`src/hw/rtl/ubx_pkg.sv`:
```
`timescale 1ns / 1ps
// ----------------------------------------------------------------------------
// UBX frame parser package
// Shared types and constants for the frame parser, its queue and output stage.
// ----------------------------------------------------------------------------
package ubx_pkg;

  localparam int unsigned UBX_QDEPTH = 4;
  localparam int unsigned UBX_QPTR_W = $clog2(UBX_QDEPTH);
  localparam int unsigned UBX_QCNT_W = UBX_QPTR_W + 1;

  localparam logic [7:0] UBX_SYNC_FIRST_RST  = 8'd181;
  localparam logic [7:0] UBX_SYNC_SECOND_RST = 8'd98;

  localparam int unsigned UBX_PADDR_W = 3;

  typedef enum logic [1:0] {
    KIND_DATA = 2'd0,
    KIND_GOOD = 2'd1,
    KIND_BAD  = 2'd2
  } kind_e;

  typedef enum logic [0:0] {
    REG_SYNC_FIRST  = 1'b0,
    REG_SYNC_SECOND = 1'b1
  } reg_idx_e;

  typedef struct packed {
    kind_e       kind;
    logic [7:0]  frame_class;
    logic [7:0]  msg_ident;
    logic [15:0] payload_len;
    logic [15:0] byte_index;
    logic [7:0]  data_byte;
  } result_t;

  typedef struct packed {
    logic empty;
    logic full;
  } queue_status_t;

endpackage

```
`src/hw/rtl/ubx_front.sv`:
```
`timescale 1ns / 1ps
// ----------------------------------------------------------------------------
// UBX frame parser front end
// Tracks the frame phase, the Fletcher sums and the header fields, and pushes
// one result into the queue for each payload byte and each checksum verdict.
// ----------------------------------------------------------------------------
module ubx_front (
  input  logic                   clk_i,
  input  logic                   rst_ni,
  input  logic                   fire_i,
  input  logic [7:0]             rx_byte_i,
  input  logic [7:0]             sync_first_i,
  input  logic [7:0]             sync_second_i,
  output logic                   push_o,
  output ubx_pkg::result_t       push_data_o
);

  typedef enum logic [8:0] {
    PH_SYNC1   = 9'b000000001,
    PH_SYNC2   = 9'b000000010,
    PH_CLASS   = 9'b000000100,
    PH_IDENT   = 9'b000001000,
    PH_LEN_LO  = 9'b000010000,
    PH_LEN_HI  = 9'b000100000,
    PH_PAYLOAD = 9'b001000000,
    PH_CK_A    = 9'b010000000,
    PH_CK_B    = 9'b100000000
  } phase_e;

  phase_e      phase_q, phase_d;
  logic [7:0]  sum_a_q, sum_a_d;
  logic [7:0]  sum_b_q, sum_b_d;
  logic [7:0]  class_q, class_d;
  logic [7:0]  ident_q, ident_d;
  logic [15:0] len_q, len_d;
  logic [15:0] count_q, count_d;
  logic [7:0]  ck_a_q, ck_a_d;
  logic [7:0]  add_a;
  logic [15:0] count_inc;

  assign add_a     = sum_a_q + rx_byte_i;
  assign count_inc = count_q + 16'd1;

  always_comb begin
    phase_d     = phase_q;
    sum_a_d     = sum_a_q;
    sum_b_d     = sum_b_q;
    class_d     = class_q;
    ident_d     = ident_q;
    len_d       = len_q;
    count_d     = count_q;
    ck_a_d      = ck_a_q;
    push_o      = 1'b0;
    push_data_o = '{kind: ubx_pkg::KIND_DATA, frame_class: class_q, msg_ident: ident_q,
                    payload_len: len_q, byte_index: 16'd0, data_byte: 8'd0};
    if (fire_i) begin
      unique case (phase_q)
        PH_SYNC2: begin
          if (rx_byte_i == sync_second_i) begin
            phase_d = PH_CLASS;
            sum_a_d = 8'd0;
            sum_b_d = 8'd0;
          end else if (rx_byte_i == sync_first_i) begin
            phase_d = PH_SYNC2;
          end else begin
            phase_d = PH_SYNC1;
          end
        end
        PH_CLASS: begin
          class_d = rx_byte_i;
          sum_a_d = add_a;
          sum_b_d = sum_b_q + add_a;
          phase_d = PH_IDENT;
        end
        PH_IDENT: begin
          ident_d = rx_byte_i;
          sum_a_d = add_a;
          sum_b_d = sum_b_q + add_a;
          phase_d = PH_LEN_LO;
        end
        PH_LEN_LO: begin
          len_d   = {8'd0, rx_byte_i};
          sum_a_d = add_a;
          sum_b_d = sum_b_q + add_a;
          phase_d = PH_LEN_HI;
        end
        PH_LEN_HI: begin
          len_d   = {rx_byte_i, len_q[7:0]};
          sum_a_d = add_a;
          sum_b_d = sum_b_q + add_a;
          count_d = 16'd0;
          phase_d = ({rx_byte_i, len_q[7:0]} == 16'd0) ? PH_CK_A : PH_PAYLOAD;
        end
        PH_PAYLOAD: begin
          sum_a_d                = add_a;
          sum_b_d                = sum_b_q + add_a;
          push_o                 = 1'b1;
          push_data_o.byte_index = count_q;
          push_data_o.data_byte  = rx_byte_i;
          count_d                = count_inc;
          if (count_inc == len_q) begin
            phase_d = PH_CK_A;
          end
        end
        PH_CK_A: begin
          ck_a_d  = rx_byte_i;
          phase_d = PH_CK_B;
        end
        PH_CK_B: begin
          push_o           = 1'b1;
          push_data_o.kind = ((ck_a_q == sum_a_q) && (rx_byte_i == sum_b_q)) ?
                             ubx_pkg::KIND_GOOD : ubx_pkg::KIND_BAD;
          phase_d          = PH_SYNC1;
        end
        default: begin
          phase_d = (rx_byte_i == sync_first_i) ? PH_SYNC2 : PH_SYNC1;
        end
      endcase
    end
  end

  always_ff @(posedge clk_i or negedge rst_ni) begin
    if (!rst_ni) begin
      phase_q <= PH_SYNC1;
      sum_a_q <= 8'd0;
      sum_b_q <= 8'd0;
      class_q <= 8'd0;
      ident_q <= 8'd0;
      len_q   <= 16'd0;
      count_q <= 16'd0;
      ck_a_q  <= 8'd0;
    end else begin
      phase_q <= phase_d;
      sum_a_q <= sum_a_d;
      sum_b_q <= sum_b_d;
      class_q <= class_d;
      ident_q <= ident_d;
      len_q   <= len_d;
      count_q <= count_d;
      ck_a_q  <= ck_a_d;
    end
  end

endmodule

```
`src/hw/rtl/ubx_queue.sv`:
```
`timescale 1ns / 1ps
// ----------------------------------------------------------------------------
// UBX result queue
// Short first-in first-out buffer that decouples the parser from the output.
// ----------------------------------------------------------------------------
module ubx_queue (
  input  logic                   clk_i,
  input  logic                   rst_ni,
  input  logic                   push_i,
  input  ubx_pkg::result_t       push_data_i,
  input  logic                   pop_i,
  output ubx_pkg::result_t       head_o,
  output ubx_pkg::queue_status_t status_o
);

  ubx_pkg::result_t                 mem_q [ubx_pkg::UBX_QDEPTH];
  logic [ubx_pkg::UBX_QPTR_W-1:0] wr_ptr_q, rd_ptr_q;
  logic [ubx_pkg::UBX_QCNT_W-1:0] count_q, count_d;

  assign head_o         = mem_q[rd_ptr_q];
  assign status_o.empty = (count_q == '0);
  assign status_o.full  = (count_q == ubx_pkg::UBX_QCNT_W'(ubx_pkg::UBX_QDEPTH));

  always_comb begin
    count_d = count_q;
    case ({push_i, pop_i})
      2'b10:   count_d = count_q + ubx_pkg::UBX_QCNT_W'(1);
      2'b01:   count_d = count_q - ubx_pkg::UBX_QCNT_W'(1);
      default: count_d = count_q;
    endcase
  end

  always_ff @(posedge clk_i) begin
    if (push_i) begin
      mem_q[wr_ptr_q] <= push_data_i;
    end
  end

  always_ff @(posedge clk_i or negedge rst_ni) begin
    if (!rst_ni) begin
      wr_ptr_q <= '0;
      rd_ptr_q <= '0;
      count_q  <= '0;
    end else begin
      if (push_i) begin
        wr_ptr_q <= wr_ptr_q + ubx_pkg::UBX_QPTR_W'(1);
      end
      if (pop_i) begin
        rd_ptr_q <= rd_ptr_q + ubx_pkg::UBX_QPTR_W'(1);
      end
      count_q <= count_d;
    end
  end

endmodule

```
`src/hw/rtl/ubx_back.sv`:
```
`timescale 1ns / 1ps
// ----------------------------------------------------------------------------
// UBX output stage
// Drains the result queue into an output register and presents it to the
// receiver until the transfer completes.
// ----------------------------------------------------------------------------
module ubx_back (
  input  logic                   clk_i,
  input  logic                   rst_ni,
  input  ubx_pkg::result_t       head_i,
  input  ubx_pkg::queue_status_t status_i,
  output logic                   pop_o,
  input  logic                   out_ready_i,
  output logic                   out_valid_o,
  output ubx_pkg::result_t       out_data_o
);

  logic             valid_q, valid_d;
  ubx_pkg::result_t data_q;

  assign pop_o       = !status_i.empty && (!valid_q || out_ready_i);
  assign valid_d     = pop_o ? 1'b1 : (out_ready_i ? 1'b0 : valid_q);
  assign out_valid_o = valid_q;
  assign out_data_o  = data_q;

  always_ff @(posedge clk_i or negedge rst_ni) begin
    if (!rst_ni) begin
      valid_q <= 1'b0;
    end else begin
      valid_q <= valid_d;
    end
  end

  always_ff @(posedge clk_i) begin
    if (pop_o) begin
      data_q <= head_i;
    end
  end

endmodule

```
`src/hw/rtl/ubx_frame_parser_top.sv`:
```
`timescale 1ns / 1ps
// ----------------------------------------------------------------------------
// UBX frame parser
// Finds sync-delimited binary frames in a byte stream and checks their
// 8-bit Fletcher checksum.
// ----------------------------------------------------------------------------
// The input channel carries one received byte per transfer; the output channel
// carries one result per transfer: either a payload byte tagged with class, id,
// length and index, or a frame status (checksum good or bad) after the second
// checksum byte. Bytes that produce no result are simply consumed.
// A byte may be taken on every cycle while the queue is not full. The edge that
// accepts a byte writes its result into a four-entry queue, and the output
// register loads it from there once the register is empty or being drained.
// Throughput is one byte per cycle while the queue has space.
// When the receiver stalls, the queue and output register absorb up to five
// results, after which in_ready_o falls until space frees up.
// The sync byte values are written through the APB port: sync_first at byte
// address 0 and sync_second at byte address 4; they reset to 181 and 98.
// After reset the parser hunts for the first sync byte and no result is held.
// ----------------------------------------------------------------------------
module ubx_frame_parser_top (
  input  logic                            clk_i,
  input  logic                            rst_ni,
  input  logic                            psel,
  input  logic                            penable,
  input  logic                            pwrite,
  input  logic [ubx_pkg::UBX_PADDR_W-1:0] paddr,
  input  logic [31:0]                     pwdata,
  output logic [31:0]                     prdata,
  output logic                            pready,
  input  logic                            in_valid_i,
  output logic                            in_ready_o,
  input  logic [7:0]                      rx_byte_i,
  output logic                            out_valid_o,
  input  logic                            out_ready_i,
  output logic [1:0]                      result_kind_o,
  output logic [7:0]                      frame_class_o,
  output logic [7:0]                      msg_ident_o,
  output logic [15:0]                     payload_len_o,
  output logic [15:0]                     byte_index_o,
  output logic [7:0]                      data_byte_o
);

  logic                   [7:0] sync_first_q, sync_second_q;
  logic                         cfg_wr;
  ubx_pkg::reg_idx_e            cfg_idx;
  logic                         in_fire;
  logic                         push;
  ubx_pkg::result_t             push_data;
  logic                         pop;
  ubx_pkg::result_t             head;
  ubx_pkg::queue_status_t       q_status;
  ubx_pkg::result_t             out_data;

  assign pready  = 1'b1;
  assign cfg_wr  = psel && penable && pwrite;
  assign cfg_idx = ubx_pkg::reg_idx_e'(paddr[2]);

  always_comb begin
    unique case (cfg_idx)
      ubx_pkg::REG_SYNC_SECOND: prdata = {24'd0, sync_second_q};
      default:                  prdata = {24'd0, sync_first_q};
    endcase
  end

  always_ff @(posedge clk_i or negedge rst_ni) begin
    if (!rst_ni) begin
      sync_first_q  <= ubx_pkg::UBX_SYNC_FIRST_RST;
      sync_second_q <= ubx_pkg::UBX_SYNC_SECOND_RST;
    end else if (cfg_wr) begin
      if (cfg_idx == ubx_pkg::REG_SYNC_FIRST) begin
        sync_first_q <= pwdata[7:0];
      end else begin
        sync_second_q <= pwdata[7:0];
      end
    end
  end

  assign in_ready_o = !q_status.full;
  assign in_fire    = in_valid_i && in_ready_o;

  ubx_front u_front (
    .clk_i         (clk_i),
    .rst_ni        (rst_ni),
    .fire_i        (in_fire),
    .rx_byte_i     (rx_byte_i),
    .sync_first_i  (sync_first_q),
    .sync_second_i (sync_second_q),
    .push_o        (push),
    .push_data_o   (push_data)
  );

  ubx_queue u_queue (
    .clk_i       (clk_i),
    .rst_ni      (rst_ni),
    .push_i      (push),
    .push_data_i (push_data),
    .pop_i       (pop),
    .head_o      (head),
    .status_o    (q_status)
  );

  ubx_back u_back (
    .clk_i       (clk_i),
    .rst_ni      (rst_ni),
    .head_i      (head),
    .status_i    (q_status),
    .pop_o       (pop),
    .out_ready_i (out_ready_i),
    .out_valid_o (out_valid_o),
    .out_data_o  (out_data)
  );

  assign result_kind_o = out_data.kind;
  assign frame_class_o = out_data.frame_class;
  assign msg_ident_o   = out_data.msg_ident;
  assign payload_len_o = out_data.payload_len;
  assign byte_index_o  = out_data.byte_index;
  assign data_byte_o   = out_data.data_byte;

endmodule

```
`config.mk`:
```
export PLATFORM = sky130hd
export DESIGN_NAME = ubx_frame_parser_top
export DESIGN_NICKNAME = d
export VERILOG_FILES = /design/src/hw/rtl/ubx_pkg.sv /design/src/hw/rtl/ubx_front.sv /design/src/hw/rtl/ubx_queue.sv /design/src/hw/rtl/ubx_back.sv /design/src/hw/rtl/ubx_frame_parser_top.sv
export SDC_FILE = /design/constraint.sdc
export NUM_CORES = 1
export LEC_CHECK = 0
export BUFFER_PORTS_ARGS = -buffer_cell sky130_fd_sc_hd__buf_4
export CAP_MARGIN = 20
export CORE_UTILIZATION = 35
export DETAILED_ROUTE_END_ITERATION = 8
export MAX_ROUTING_LAYER = met4
export SYNTH_ARGS = -nofsm -noshare
export SYNTH_HDL_FRONTEND = slang
export SYNTH_HIERARCHICAL = 1
export SYNTH_SLANG_ARGS = --single-unit
```
`constraint.sdc`:
```
create_clock -name clk_i -period 9.45 [get_ports clk_i]
set_input_delay 0 -clock clk_i [delete_from_list [all_inputs] [get_ports clk_i]]
set_output_delay 0 -clock clk_i [all_outputs]
set_load 0.05 [all_outputs]
```
==> impl_metrics.env, run 1 <==
export IMPL_ys_flop_type="edfxtp_1"
export IMPL_clockBufferDepth=3
export IMPL_slew_headroom_pct=36.82
export IMPL_via_per_inst=5.021
export IMPL_initialDrtViolationCount=581
export IMPL_drv_cap=0
export IMPL_cts_max_level=2
export IMPL_finalWirelength_mm=34.15
export IMPL_finalWorstSetupSlack_ns=5.328
export IMPL_die_h_um=221
export IMPL_core_area_sq_um=46950
export IMPL_cts_setup_buffers=0
export IMPL_drv_slew=0
export IMPL_syn_instance_count=1005
export IMPL_crit_arrival_ns=4.31
export IMPL_p_leak_nw=7.324
export IMPL_fin_skew_ns=0.01556
export IMPL_drt_first_pass_iters=5
export IMPL_drc=0
export IMPL_yosys_area_top_type_share_pct=51.88
export IMPL_dpl_cell_count=1661
export IMPL_root_buffer="clkbuf_16"
export IMPL_synth_top_area_cell="edfxtp_1"
export IMPL_io_pins=143
export IMPL_cp_required_ns=9.64
export IMPL_grt_usage_pct=14.63
export IMPL_ys_seq_area_share_pct=67.60
export IMPL_cp_max_fo=33
export IMPL_wl_per_cell_um=19.36
export IMPL_synth_common_cells="290 x edfxtp_1, 96 x dfrtp_1, 58 x mux4_2"
export IMPL_critPathLaunch="u_front/phase_q[2]"
export IMPL_worst_slew_pin_transition_ns=0.9459
export IMPL_synth_most_common_cell="edfxtp_1"
export IMPL_fin_nets=1196
export IMPL_hpwl_mm=20.79
export IMPL_overflow=0
export IMPL_antenna_found_initial=3
export IMPL_end_kind="register"
export IMPL_diodes=0
export IMPL_syn_area_sq_um=16790
export IMPL_via_count=8857
export IMPL_finish_utilization_pct=41.52
export IMPL_start_kind="register"
export IMPL_gp_congestion=0.9056
export IMPL_clock_latency_ns=0.57
export IMPL_grt_pass1_vias=9139
export IMPL_numClockSinks=395
export IMPL_postCtsHoldBufs=24
export IMPL_crit_type="reg -> reg"
export IMPL_cts_buffers=43
export IMPL_fin_crit_ns=4.122
export IMPL_rows=79
export IMPL_cts_tree="built"
export IMPL_antenna_left=0
export IMPL_cts_resized=0
export IMPL_syn_area_per_cell_sq_um=16.70
export IMPL_ys_seq_elements=395
export IMPL_yosysUniqueCellTypes=69
export IMPL_grt_pass1_wl_mm=53.45
export IMPL_hold_viol_final=0
export IMPL_async_flop_share_pct=26.58
export IMPL_place_ws_ns=5.261
export IMPL_start_util_pct=35.75
export IMPL_syn_to_final_growth_pct=16.14
export IMPL_die_area_sq_um=48840
export IMPL_finalCritPeriodShare_pct=43.62
export IMPL_pwr_density_cell_nw_per_um2=278.8
export IMPL_fin_tns_setup_ns=0
export IMPL_rsz0062_at_grt="false"
export IMPL_run_status="complete, no violations"
export IMPL_fillers=4213
export IMPL_synth_warnings=6
export IMPL_grt_max_degree=60
export IMPL_fmax_ghz=0.2426
export IMPL_clkTransAtPathRegs_ns=0.06
export IMPL_die_w_um=221
export IMPL_setup_viol=0
export IMPL_drive_above_1_share_pct=27.23
export IMPL_timing_rr_start="u_front/phase_q[2]"
export IMPL_hold_class="in -> async"
export IMPL_port_buffers=91
export IMPL_synth_edf_count=290
export IMPL_ys_top_cells_by_area="edfxtp_1 52%, dfrtp_1 14%, mux4_2 7.8%"
export IMPL_instances_no_fill=1764
export IMPL_peakVddDrop_v=0.0001382
placed cells by master (no fill, tap or decap), types with 5 or more instances in the layout:
cell	synthesis	final
xnor2_1	36	36
ha_1	20	20
nor4_1	10	10
edfxtp_1	290	290
a21o_1	6	6
nand2b_1	5	5
mux2_2	57	57
inv_1	19	19
nand2_1	33	33
xor2_1	35	35
clkinv_1	0	5
dlygate4sd3_1	0	24
nor2_1	38	38
clkbuf_1	15	12
dfrtp_1	96	94
nand4_1	11	11
mux4_2	58	58
dfstp_2	9	9
clkbuf_16	0	43
clkinv_2	0	5
a21oi_1	15	15
o21ai_0	39	39
conb_1	2	25
and3_1	31	31
o31ai_1	7	7
buf_4	29	100
a22o_1	19	19
nor3_1	8	8
nand3_1	15	15
flip-flops by register name (all words and copies together) (netlist names):
name	cells
u_front/sum_b_q	8
u_front/class_q	8
u_queue/wr_ptr_q	2
u_queue/count_q	3
sync_second_q	8
u_front/phase_q	9
u_queue/mem_q	232
sync_first_q	8
u_back/out_valid_o	1
u_front/ck_a_q	8
u_queue/rd_ptr_q	2
u_front/count_q	16
u_front/len_q	16
u_front/ident_q	8
u_back/out_data_o	58
u_front/sum_a_q	8
layout make-up:
| cell class | instances | area [sq um] | area share [%] |
|---|---|---|---|
| repair buffers | 124 | 991.0 | 5.083 |
| multi-input cells | 539 | 4903 | 25.15 |
| clock inverters | 21 | 249.0 | 1.277 |
| inverters | 20 | 75.07 | 0.3851 |
| well taps | 607 | 759.5 | 3.896 |
| clock buffers | 58 | 1162 | 5.962 |
| flip-flops and latches | 395 | 11350 | 58.24 |
worst max-delay path, cell delays in order, from the launching register on:
cell and delay [ns]:
dfrtp_1 0.49, nor4_4 0.39, nand2_1 0.15, nor2_1 0.13
buf_4 0.26, nand2_1 0.52, nand2_1 0.44, and2_2 0.77
buf_4 0.57
worst paths after layout:
path | to | slack [ns] | cells past startpoint
worst min-delay path | sync_first_q[3] | 0.01 | 2
worst max-delay path | u_queue/mem_q[2][16] | 5.33 | 8
min in group clk_i | u_back/out_valid_o | 0.15 | 3
max in group asynchronous | u_queue/rd_ptr_q[1] | 8.12 | 3
worst min register to register | u_queue/count_q[2] | 0.50 | 1
worst max register to register | u_queue/mem_q[2][16] | 5.33 | 8
cells by family after synthesis:
kind of cell / count (synthesis) / share of synthesized area [%]
DFF: 395 / 67.60
xor gates and xnor gates: 71 / 3.704
adders and majority gates: 23 / 1.849
and+or+nand+nor: 189 / 6.753
buffers and inverters: 94 / 3.824
AOI/OAI and AO/OA: 113 / 4.442
other: 2 / 0.04474
muxes: 118 / 11.78
metal layers:
metal	routed length, um	vias to the layer above	share of wire [%]	track usage (%)
met4	639	0	1.9	4.376
met2	16760	192	49	23.53
li1	-	4050	-	-
met1	15320	4564	45	19.29
met5	0	-	0	-
met3	1434	51	4.2	2.071
through the flow:
| step | power, W | hold WS, ns | area (sq um) |
|---|---|---|---|
| 3_3_place_gp | 0.003812 | 0.09746 | 17840 |
| 5_1_grt | 0.005690 | 0.07446 | 19490 |
| 6_report | 0.005434 | 0.01263 | 19490 |
| 3_5_place_dp | 0.003829 | 0.09692 | 17840 |
| 2_1_floorplan | 0.003485 | -0.2956 | 16870 |
| 4_1_cts | 0.005521 | 0.04172 | 19490 |
report_power, final:
group	switching (W)	total, W	internal (W)
clock network	0.000677	0.00166	0.000982
registers	0.000198	0.00234	0.00214
logic	0.000870	0.00143	0.000563
(Power assumes the default switching activity.)
==> run 2: changes to the inputs <==
--- a/config.mk
+++ b/config.mk
@@ -5,6 +5,7 @@
 export SDC_FILE = /design/constraint.sdc
 export NUM_CORES = 1
 export LEC_CHECK = 0
+export ABC_AREA = 1
 export BUFFER_PORTS_ARGS = -buffer_cell sky130_fd_sc_hd__buf_4
 export CAP_MARGIN = 20
 export CORE_UTILIZATION = 35
==> constraint.sdc (replaced) <==
create_clock -name clk_i -period 4.3 [get_ports clk_i]
set_input_delay 0 -clock clk_i [delete_from_list [all_inputs] [get_ports clk_i]]
set_output_delay 0 -clock clk_i [all_outputs]
set_load 0.05 [all_outputs]
==> run 2 against run 1 <==
Compared with the run above: routed wire length increased by 12%; synthesized cell count grew 58%; global-route usage increased by 1.1 points; cell count is 37% higher; fmax increased by 31%; clock power increased by 110%; power rose by 120%; count of clock-buffer cells in the layout unchanged; clock skew up 0.0039 ns; critical path type unchanged.
==> impl_metrics.env, run 2 <==
export IMPL_fmax_ghz=0.3171
export IMPL_port_buffers=91
export IMPL_syn_to_final_growth_pct=15.95
export IMPL_postCtsHoldBufs=35
export IMPL_async_flop_share_pct=26.58
export IMPL_synth_top_area_cell="edfxtp_1"
export IMPL_cts_max_level=2
export IMPL_final_common_cell="nand2_1"
export IMPL_antenna_left=0
export IMPL_grt_max_degree=101
export IMPL_root_buffer="clkbuf_16"
export IMPL_synth_common_cells="414 x nand2_1, 290 x edfxtp_1, 205 x inv_1"
export IMPL_instances_no_fill=2417
export IMPL_slew_headroom_pct=32.17
export IMPL_p_leak_nw=8.960
export IMPL_regMostFlops="u_queue/mem_q"
export IMPL_syn_area_sq_um=17800
export IMPL_hpwl_mm=23.87
export IMPL_clkTransAtPathRegs_ns=0.06
export IMPL_cts_tree="built"
export IMPL_drv_slew=0
export IMPL_peakVddDrop_v=0.0003167
export IMPL_dpl_cell_count=2303
export IMPL_fin_nets=1784
export IMPL_cts_resized=0
export IMPL_die_w_um=227.5
export IMPL_synth_most_common_cell="nand2_1"
export IMPL_pwr_density_cell_nw_per_um2=578.4
export IMPL_die_h_um=227.5
export IMPL_clockBufferDepth=3
export IMPL_syn_area_per_cell_sq_um=11.21
export IMPL_core_area_sq_um=50170
export IMPL_fin_tns_setup_ns=0
export IMPL_largest_reg_flops=232
export IMPL_via_count=11349
export IMPL_hold_class="in -> async"
export IMPL_fin_skew_ns=0.01944
export IMPL_gp_congestion=0.8928
export IMPL_grt_pass1_wl_mm=60.68
export IMPL_cp_required_ns=4.54
export IMPL_synth_warnings=6
export IMPL_ys_top_cells_by_area="edfxtp_1 49%, dfrtp_1 13%, nand2_1 8.7%"
export IMPL_yosysUniqueCellTypes=48
export IMPL_finalWirelength_mm=38.29
export IMPL_grt_usage_pct=15.77
export IMPL_numClockSinks=395
export IMPL_fin_crit_ns=3.154
export IMPL_initialDrtViolationCount=813
export IMPL_cts_buffers=43
export IMPL_drt_first_pass_iters=6
export IMPL_start_kind="register"
export IMPL_grt_pass1_vias=11087
export IMPL_finalCritPeriodShare_pct=73.34
export IMPL_ys_flop_type="edfxtp_1"
export IMPL_crit_type="reg -> reg"
export IMPL_layout_common_cells="414 x nand2_1, 290 x edfxtp_1, 202 x inv_1"
export IMPL_drc=0
export IMPL_clock_latency_ns=0.58
export IMPL_antenna_found_initial=0
export IMPL_io_pins=143
export IMPL_via_per_inst=4.695
export IMPL_rsz0062_at_grt="false"
export IMPL_synth_edf_count=290
export IMPL_drive_above_1_share_pct=15.42
export IMPL_diodes=0
export IMPL_crit_arrival_ns=3.40
export IMPL_ys_seq_area_share_pct=63.75
export IMPL_run_status="complete, no violations"
export IMPL_hold_viol_final=0
export IMPL_die_area_sq_um=51760
export IMPL_drv_cap=0
export IMPL_syn_instance_count=1588
export IMPL_ys_seq_elements=395
export IMPL_yosys_area_top_type_share_pct=48.93
export IMPL_setup_viol=0
export IMPL_rows=82
export IMPL_end_kind="register"
export IMPL_cts_setup_buffers=0
export IMPL_wl_per_cell_um=15.84
export IMPL_worst_slew_pin_transition_ns=1.017
export IMPL_start_util_pct=35.48
export IMPL_overflow=0
export IMPL_cp_max_fo=37
run 2: report_power, final:
| group | switching (W) | internal [W] | total, W | leakage, nW |
|---|---|---|---|---|
| logic | 0.00242 | 0.00105 | 0.00346 | 4.05 |
| clock network | 0.00148 | 0.00203 | 0.00352 | 0.652 |
| registers | 0.000362 | 0.00459 | 0.00496 | 4.25 |
run 2: layer usage:
layer	part of all wire, %	track usage [%]	vias up
li1	-	-	5588
met1	44	19.71	5469
met2	49	26.12	226
met3	3.9	2.310	66
met4	2.5	5.412	0
met5	0	-	-
run 2: worst paths after layout:
kind / from / to / slack (ns) / cells past startpoint
worst max register to register: u_queue/count_q[2] / u_queue/mem_q[0][4] / 1.15 / 8
max in group asynchronous: rst_ni / u_front/len_q[13] / 3.09 / 3
worst min register to register: u_front/phase_q[0] / u_front/phase_q[0] / 0.47 / 2
worst max-delay path: u_queue/count_q[2] / u_queue/mem_q[0][4] / 1.15 / 8
min in group clk_i: rx_byte_i[2] / u_front/phase_q[2] / 0.05 / 7
worst min-delay path: rst_ni / u_front/sum_b_q[4] / 0.03 / 2
run 2: critical path, stage by stage, from the launching register on:
cell and delay, ns:
dfrtp_1 0.39, inv_1 0.07, nor3_1 0.06, nor2_1 0.67
nand4_1 0.34, nand2_1 0.34, nand2_1 0.11, inv_2 0.48
buf_12 0.34
run 2: through the flow:
stage          setup slack [ns]  total power (W)  util (%)  instance area, sq um  hold slack [ns]
5_1_grt                  0.9200          0.01254     41.13                 20640          0.05210
4_1_cts                   1.151          0.01213     41.13                 20640          0.03962
2_1_floorplan            0.7629         0.007775         -                 17880          -0.2956
3_5_place_dp              1.153         0.008533     37.75                 18940           0.1299
6_report                  1.146          0.01194     41.13                 20640          0.02724
3_3_place_gp              1.227         0.008482     37.75                 18940           0.1202
run 2: final cells by class:
class / count / area (sq um)
tap: 672 / 840.8
sequential: 395 / 11350
fill: 4680 / 29530
clock inverter: 21 / 186.4
clock buffer: 58 / 1162
inverter: 215 / 809.5
timing repair buffer: 138 / 1186
multi-input combinational: 918 / 5100
run 2: cell families after synthesis:
| kind of cell | after synthesis | synth area share [%] |
|---|---|---|
| simple gates | 606 | 14.29 |
| compound gates | 223 | 9.954 |
| flops | 395 | 63.75 |
| other cells | 2 | 0.04219 |
| xor+xnor | 41 | 2.095 |
| buf+inv | 298 | 8.120 |
| fa+ha+maj | 23 | 1.743 |
